$ cat src/sv/chas_pkg.sv
// Package for the chained hash address set: sizes, codes, payload and control types.
package chas_pkg;

  localparam int BUCKETS = 1024;
  localparam int SLOTS   = 1024;
  localparam int BW      = $clog2(BUCKETS);
  localparam int SW      = $clog2(SLOTS);
  localparam int CLR_N   = (BUCKETS > SLOTS) ? BUCKETS : SLOTS;
  localparam int CW      = $clog2(CLR_N);
  localparam int KEY_W   = 38;
  localparam int SLOT_W  = 10;

  localparam logic [63:0] HASH_MUL = 64'h9E3779B97F4A7C15;

  localparam logic [1:0] CMD_INSERT = 2'd0;
  localparam logic [1:0] CMD_LOOKUP = 2'd1;
  localparam logic [1:0] CMD_DELETE = 2'd2;

  localparam logic [1:0] ST_DONE      = 2'd0;
  localparam logic [1:0] ST_PRESENT   = 2'd1;
  localparam logic [1:0] ST_NOT_FOUND = 2'd2;
  localparam logic [1:0] ST_FULL      = 2'd3;

  typedef struct packed {
    logic [1:0]  cmd;
    logic [31:0] key_addr;
    logic [5:0]  key_prefix;
  } in_t;

  typedef struct packed {
    logic              found;
    logic [SLOT_W-1:0] slot;
    logic [1:0]        status;
  } out_t;

  typedef struct packed {
    logic          vld;
    logic [SW-1:0] idx;
  } link_t;

  typedef enum logic [3:0] {
    S_CLEAR, S_IDLE, S_HASH, S_BKT, S_HRD, S_HCHK, S_WALK, S_SCAN_RD, S_SCAN_CK,
    S_INS1, S_INS2, S_DEL1, S_DEL2, S_FINISH
  } state_t;

  typedef enum logic [3:0] {
    OP_NONE, OP_CLEAR, OP_LOAD, OP_HASH, OP_BKT, OP_HEAD_RD, OP_HEAD_CHK, OP_WALK,
    OP_SCAN_RD, OP_SCAN_CK, OP_INS_SLOT, OP_INS_LINK, OP_DEL_LINK, OP_DEL_SLOT,
    OP_FINISH
  } dp_op_t;

  typedef enum logic [2:0] {
    RES_HIT, RES_PRESENT, RES_MISS, RES_FULL, RES_NEW
  } res_t;

  typedef struct packed {
    dp_op_t op;
    res_t   res;
  } ctl_cmd_t;

  typedef struct packed {
    logic       clear_last;
    logic       link_vld;
    logic       key_match;
    logic       used;
    logic       scan_last;
    logic       out_free;
    logic [1:0] cmd;
  } dp_status_t;

endpackage

$ cat src/sv/chas_controller.sv
// Controller: sequences clearing, hashing, chain walk, free scan and table updates.
module chas_controller import chas_pkg::*; (
  input  logic       clk,
  input  logic       rst,
  input  logic       in_valid,
  output logic       in_ready,
  input  dp_status_t sts,
  output ctl_cmd_t   ctl
);

  state_t state, state_next;
  res_t   res, res_next;

  always_ff @(posedge clk) begin
    if (rst) begin
      state <= S_CLEAR;
      res   <= RES_MISS;
    end else begin
      state <= state_next;
      res   <= res_next;
    end
  end

  always_comb begin
    state_next = state;
    res_next   = res;
    case (state)
      S_CLEAR:   if (sts.clear_last) state_next = S_IDLE;
      S_IDLE:    if (in_valid) state_next = S_HASH;
      S_HASH:    state_next = S_BKT;
      S_BKT:     state_next = S_HRD;
      S_HRD:     state_next = S_HCHK;
      S_HCHK, S_WALK: begin
        if (state == S_WALK && sts.key_match) begin
          case (sts.cmd)
            CMD_INSERT: begin
              res_next   = RES_PRESENT;
              state_next = S_FINISH;
            end
            CMD_LOOKUP: begin
              res_next   = RES_HIT;
              state_next = S_FINISH;
            end
            CMD_DELETE: state_next = S_DEL1;
            default: begin
              res_next   = RES_MISS;
              state_next = S_FINISH;
            end
          endcase
        end else if (sts.link_vld) begin
          state_next = S_WALK;
        end else if (sts.cmd == CMD_INSERT) begin
          state_next = S_SCAN_RD;
        end else begin
          res_next   = RES_MISS;
          state_next = S_FINISH;
        end
      end
      S_SCAN_RD: state_next = S_SCAN_CK;
      S_SCAN_CK: begin
        if (!sts.used) begin
          state_next = S_INS1;
        end else if (sts.scan_last) begin
          res_next   = RES_FULL;
          state_next = S_FINISH;
        end else begin
          state_next = S_SCAN_RD;
        end
      end
      S_INS1:    state_next = S_INS2;
      S_INS2: begin
        res_next   = RES_NEW;
        state_next = S_FINISH;
      end
      S_DEL1:    state_next = S_DEL2;
      S_DEL2: begin
        res_next   = RES_HIT;
        state_next = S_FINISH;
      end
      S_FINISH:  if (sts.out_free) state_next = S_IDLE;
      default:   state_next = S_CLEAR;
    endcase
  end

  always_comb begin
    in_ready = 1'b0;
    ctl.op   = OP_NONE;
    ctl.res  = res;
    case (state)
      S_CLEAR:   ctl.op = OP_CLEAR;
      S_IDLE: begin
        in_ready = 1'b1;
        if (in_valid) ctl.op = OP_LOAD;
      end
      S_HASH:    ctl.op = OP_HASH;
      S_BKT:     ctl.op = OP_BKT;
      S_HRD:     ctl.op = OP_HEAD_RD;
      S_HCHK:    ctl.op = OP_HEAD_CHK;
      S_WALK:    ctl.op = OP_WALK;
      S_SCAN_RD: ctl.op = OP_SCAN_RD;
      S_SCAN_CK: ctl.op = OP_SCAN_CK;
      S_INS1:    ctl.op = OP_INS_SLOT;
      S_INS2:    ctl.op = OP_INS_LINK;
      S_DEL1:    ctl.op = OP_DEL_LINK;
      S_DEL2:    ctl.op = OP_DEL_SLOT;
      S_FINISH:  if (sts.out_free) ctl.op = OP_FINISH;
      default:   ctl.op = OP_NONE;
    endcase
  end

endmodule

$ cat config.mk
export PLATFORM = sky130hd
export DESIGN_NAME = chas_controller
export DESIGN_NICKNAME = d
export VERILOG_FILES = /design/src/sv/chas_pkg.sv /design/src/sv/chas_controller.sv
export SDC_FILE = /design/constraint.sdc
export NUM_CORES = 1
export LEC_CHECK = 0
export ABC_AREA = 1
export BUFFER_PORTS_ARGS = -buffer_cell sky130_fd_sc_hd__buf_4
export CELL_PAD_IN_SITES_DETAIL_PLACEMENT = 0
export CELL_PAD_IN_SITES_GLOBAL_PLACEMENT = 1
export CORE_UTILIZATION = 32
export DETAILED_ROUTE_END_ITERATION = 10
export HOLD_SLACK_MARGIN = 0.02
export PLACE_DENSITY = 0.73
export REMOVE_ABC_BUFFERS = 1
export SLEW_MARGIN = 20
export SYNTH_ARGS = -nofsm -noshare
export SYNTH_HDL_FRONTEND = slang
export SYNTH_SLANG_ARGS = --single-unit
$ cat constraint.sdc
create_clock -name clk -period 1.6 [get_ports clk]
set_input_delay 0.32 -clock clk [delete_from_list [all_inputs] [get_ports clk]]
set_output_delay 0.32 -clock clk [all_outputs]
set_load 0.01 [all_outputs]
**After elaboration in Yosys (flattened, before gate mapping)**

Cells that the tools add are included.

- Bits in registers: 7
- Bits in latches: 0
- Bits in writable memories: 0
- Bits in read-only memories: 0
- Input bits: 11
- Output and inout port bits: 8
- Word-level logic and storage cells: 54
- Memories kept: 0

- Add/sub/neg operators: 0
- Multiply operators: 0
- Div/mod/pow operators: 0
- Magnitude comparators: 0
- Eq/ne operators: 23
- Shifts and indexed selects: 0
- Multiplexer cells: 21
- Bitwise gates (word level): 0
- Reduce and logical (&&, ||, !) cells: 8

Operators by type and width:

| cell | number |
|---|---|
| $pmux W4 S14 | 1 |
| $pmux W4 S12 | 1 |
| $mux W4 | 9 |
| $eq A4 B4 Y1 const B | 6 |
| $mux W3 | 6 |
| $eq A4 B3 Y1 const B | 4 |
| $pmux W3 S4 | 1 |
| $ne A2 B2 Y1 const B | 5 |
| $ne A3 B3 Y1 const B | 3 |
| $pmux W3 S3 | 1 |
| $eq A4 B2 Y1 const B | 2 |
| $reduce_and A6 Y1 | 1 |
| $eq A4 B1 Y1 const B | 1 |
| $logic_not A4 Y1 | 1 |
| $reduce_bool A4 Y1 | 1 |
| $reduce_or A2 Y1 | 2 |
| $reduce_and A3 Y1 | 1 |
| $eq A2 B1 Y1 const B | 1 |
| $eq A2 B2 Y1 const B | 1 |
| $logic_not A2 Y1 | 1 |
| $mux W2 | 1 |
| $logic_and A1 B1 Y1 | 1 |
| $mux W1 | 1 |

**Logic depth before layout (Yosys ltp)**

- Depth in word-level cells: 5
- Depth in mapped cells: 11
- Mapped depth without buffers: 10

**Least setup slack after synthesis**

No wires, ideal clock.

- Path kind: register -> output
- Start point: register state[1]
- End point: output port ctl[4] in the netlist's numbering
- Arrival time: 1.092 ns
- Data required time: 1.280 ns
- Setup slack: 0.188 ns
- Stages on the path, launching flop included: 6
- Path buffers: 0
- Cells stage by stage: dfxtp_1 -> inv_1 -> nand2_1 -> nor3_1 -> nand2_1 -> o2111ai_1

RTL lines:

| item | RTL line | source |
|---|---|---|
| from (decl) | chas_controller.sv:11 | `state_t state, state_next;` |
| from (signal assigned) | chas_controller.sv:19 | `state <= state_next;` |
| to (decl) | chas_controller.sv:8 | `output ctl_cmd_t ctl` |

**Worst setup path after layout**

- Start point: register state[3]
- End point: register state[3]

- Longest elaborated chain between the ends: 4
- Elaborated cells between the ends (all ways): 23
- Classes of those cells: eq/ne (16); mux (2); reduce/logical (5)

Ends and longest elaborated chain:

| item | RTL line | source |
|---|---|---|
| $eq A4 B3 Y1 | chas_controller.sv:27, chas_controller.sv:34 |  |
| $logic_and A1 B1 Y1 | chas_controller.sv:34 | `if (state == S_WALK && sts.key_match) begin` |
| $mux W4 | chas_controller.sv:34 |  |
| $pmux W4 S12 | chas_controller.sv:27 | `case (state)` |

Parallel ways exist; a longest one is shown, timed or not.
A chain may end at the register's enable or synchronous reset.

==> results.json <==
{
  "start_util_pct": 35.3,
  "postRouteAntennaNets": 0,
  "cp_cell_sequence": "inv_2 > nand2_4 > o22ai_2 > nor2_4 > buf_4 > buf_4 > buf_4 > buf_4 > buf_4 > nand4_1 > and2_1",
  "hp-class": "in2reg",
  "synth_cell_types": 20,
  "finalCritPeriodShare_pct": 104,
  "p_leak_nw": 0.518,
  "via_per_inst": 4.65,
  "rows": 15,
  "tightestPinTransition_ps": 461,
  "grt_max_degree": 9,
  "syn_to_final_growth_pct": 60.0,
  "cts-root-buf": "clkbuf_4",
  "io_pins": 19,
  "pwr-share-seq_pct": 31.6,
  "die-area_sq_um": 2150,
  "die_y_um": 46.3,
  "grt_pass1_wl_um": 2940,
  "antenna_cells": 0,
  "path_max_fanout": 6,
  "place.gp.congestion": 0.901,
  "worst_path_max_delay_cell": "dfxtp_4",
  "avgSynthCellArea_sq_um": 5.77,
  "swShare_pct": 40.8,
  "finalMaxSlewViolations": 0,
  "p_comb_share_pct": 47.4,
  "ir_worst_vdd_v": 0.000340,
  "ys_seq_elements": 7,
  "arrival_ps": 1860,
  "first_global_vias": 681,
  "cts_buffer_depth": 2,
  "critPathTopFamily": "buffers and inverters",
  "clock-sinks": 7,
  "timing.critical_path.mode_cell": "buf_4",
  "max_cap_violations": 0,
  "powerDensity_nw_per_um2": 768,
  "path_class": "reg2reg",
  "violations": "negative setup slack",
  "layout_common_cells": "28 x buf_4, 20 x nand2_1, 13 x inv_1, 9 x nor2_1, 7 x nor2_4",
  "synth_seq_area_share_pct": 22.3,
  "grt_use_total_pct": 19.6,
  "setup_viol": 4,
  "stdcell_area_sq_um": 1010,
  "finalNetCount": 152,
  "cp-start-kind": "register",
  "yosysWarnings": 0,
  "crit_path_end_kind": "register",
  "rsz0062_at_grt": "true",
  "die_w_um": 46.3,
  "synthesis.area_sq_um": 629,
  "required_ps": 1790,
  "antenna_found_initial": 0,
  "cp.buffers_inverters": 6,
  "hold_viol": 0,
  "first_iter_violations": 14,
  "numCtsBuffers": 3,
  "status": "finished with violations",
  "clk_latency_ps": 250,
  "internal_power_w": 0.000458,
  "fmax_ghz": 0.600,
  "final_common_cell": "buf_4",
  "cts_tree": "done",
  "wl_per_cell_um": 11.0,
  "post-route-drc-count": 0,
  "final.setup.worst_slack_ps": -66.6,
  "power.switching_w": 0.000315,
  "drt-pass1-iter-count": 4,
  "drive_above_1_share_pct": 48.6,
  "max_slew_margin_pct": 68.9,
  "holdWs_ps": 227,
  "numPortBuffers": 18,
  "dpl_cell_area_sq_um": 785,
  "vias": 768,
  "totalWireLength_um": 1820,
  "p_clk_share_pct": 21.0,
  "totalPowerFinal_w": 0.000773,
  "clkSlewWorstSetupHoldPaths_ps": 50,
  "max_stage_delay_ps": 370,
  "h-tree-depth": 1,
  "tns_ps": -154,
  "dpl.hpwl_um": 1350,
  "clock_skew_ps": 3.01,
  "synth_cells": 109,
  "grt_remaining_overflow": 0,
  "min_period_ps": 1670,
  "coreArea_sq_um": 1780
}
per-layer routing:
metal  global-route usage (%)  share of wire, %  up-vias  wire length, um
li1                         -                 -      412                -
met1                     26.7                47      336              848
met2                     28.9                49       20              889
met3                     7.06               4.6        0               84
met4                     4.71                 0        0                0
met5                        0                 0        -                0
registers in the layout, indices dropped and copies added (netlist names):
name,cells
res,3
state,4
final timing paths:
path	from	end	slack (ps)	depth (start not counted)
setup / recovery	state[3]$_SDFFE_PP0P_	state[3]$_SDFFE_PP0P_	-70	11
hold / removal	rst	state[1]$_SDFFE_PP0P_	230	2
hold reg to reg	res[1]$_SDFFE_PP1P_	res[1]$_SDFFE_PP1P_	470	2
setup reg to reg	state[3]$_SDFFE_PP0P_	state[3]$_SDFFE_PP0P_	-70	11
power by group through the flow:
stage               Sequential [W]  Combinational, W  Clock, W
floorplan                 0.000219          0.000181         0
global placement          0.000222          0.000294         0
detailed placement        0.000222          0.000285         0
CTS                       0.000241          0.000351  0.000167
global route              0.000248          0.000403  0.000179
finish                    0.000244          0.000366  0.000163
stage by stage:
step / setup slack (ps) / util (%) / instances
after floorplan: 188 / - / 108
after global placement: 52.1 / 44.0 / 151
after detailed placement: 36.0 / 44.0 / 151
after CTS: -44.6 / 54.2 / 165
after global routing: -128 / 56.5 / 165
final: -66.6 / 56.5 / 165
synthesized netlist by cell type:
cell type  number  area [sq um]
nand2_1        26          97.6
inv_1          16          60.1
nor2_1         14          52.6
dfxtp_1         7           140
nand3_1         7          35.0
o21ai_0         6          30.0
nand2_2         5          31.3
nor2_2          5          31.3
a21oi_1         4          20.0
inv_2           3          11.3
nand4_1         2          12.5
nor2_4          2          22.5
nor3_1          2          10.0
o2111ai_1       2          17.5
o21ai_1         2          10.0
o22ai_1         2          12.5
and2_1          1          6.26
buf_6           1          11.3
nand3_2         1          10.0
o211ai_1        1          7.51
cell families (layout without fill, tap and decap cells):
logic type | count (synthesis) | after routing | share of synthesized area, %
AOI/OAI and AO/OA | 17 | 17 | 15.5
buffers and inverters | 20 | 51 | 13.1
DFF | 7 | 7 | 22.3
and+or+nand+nor | 65 | 65 | 49.1
area by class of cell:
class,instances,area [sq um]
fill,181,776
clock buffer,4,26.3
sequential,7,155
inverter,19,76.3
timing repair buffer,28,210
tap,25,31.3
multi-input combinational,82,508
worst reg2reg max path, stage by stage (launching register included):
cell     delay (ps)
dfxtp_4         370
inv_2           110
nand2_4          70
o22ai_2         210
nor2_4           70
buf_4           130
buf_4           120
buf_4           120
buf_4           120
buf_4           120
nand4_1          70
and2_1          120
timing repair:
action,CTS,global route
setup endpoints to repair,3,7
pin swaps,7,1
buffers inserted,10,0
hold buffers,0,0
gates resized for setup,31,9
Power figures use the tool's default switching activity.
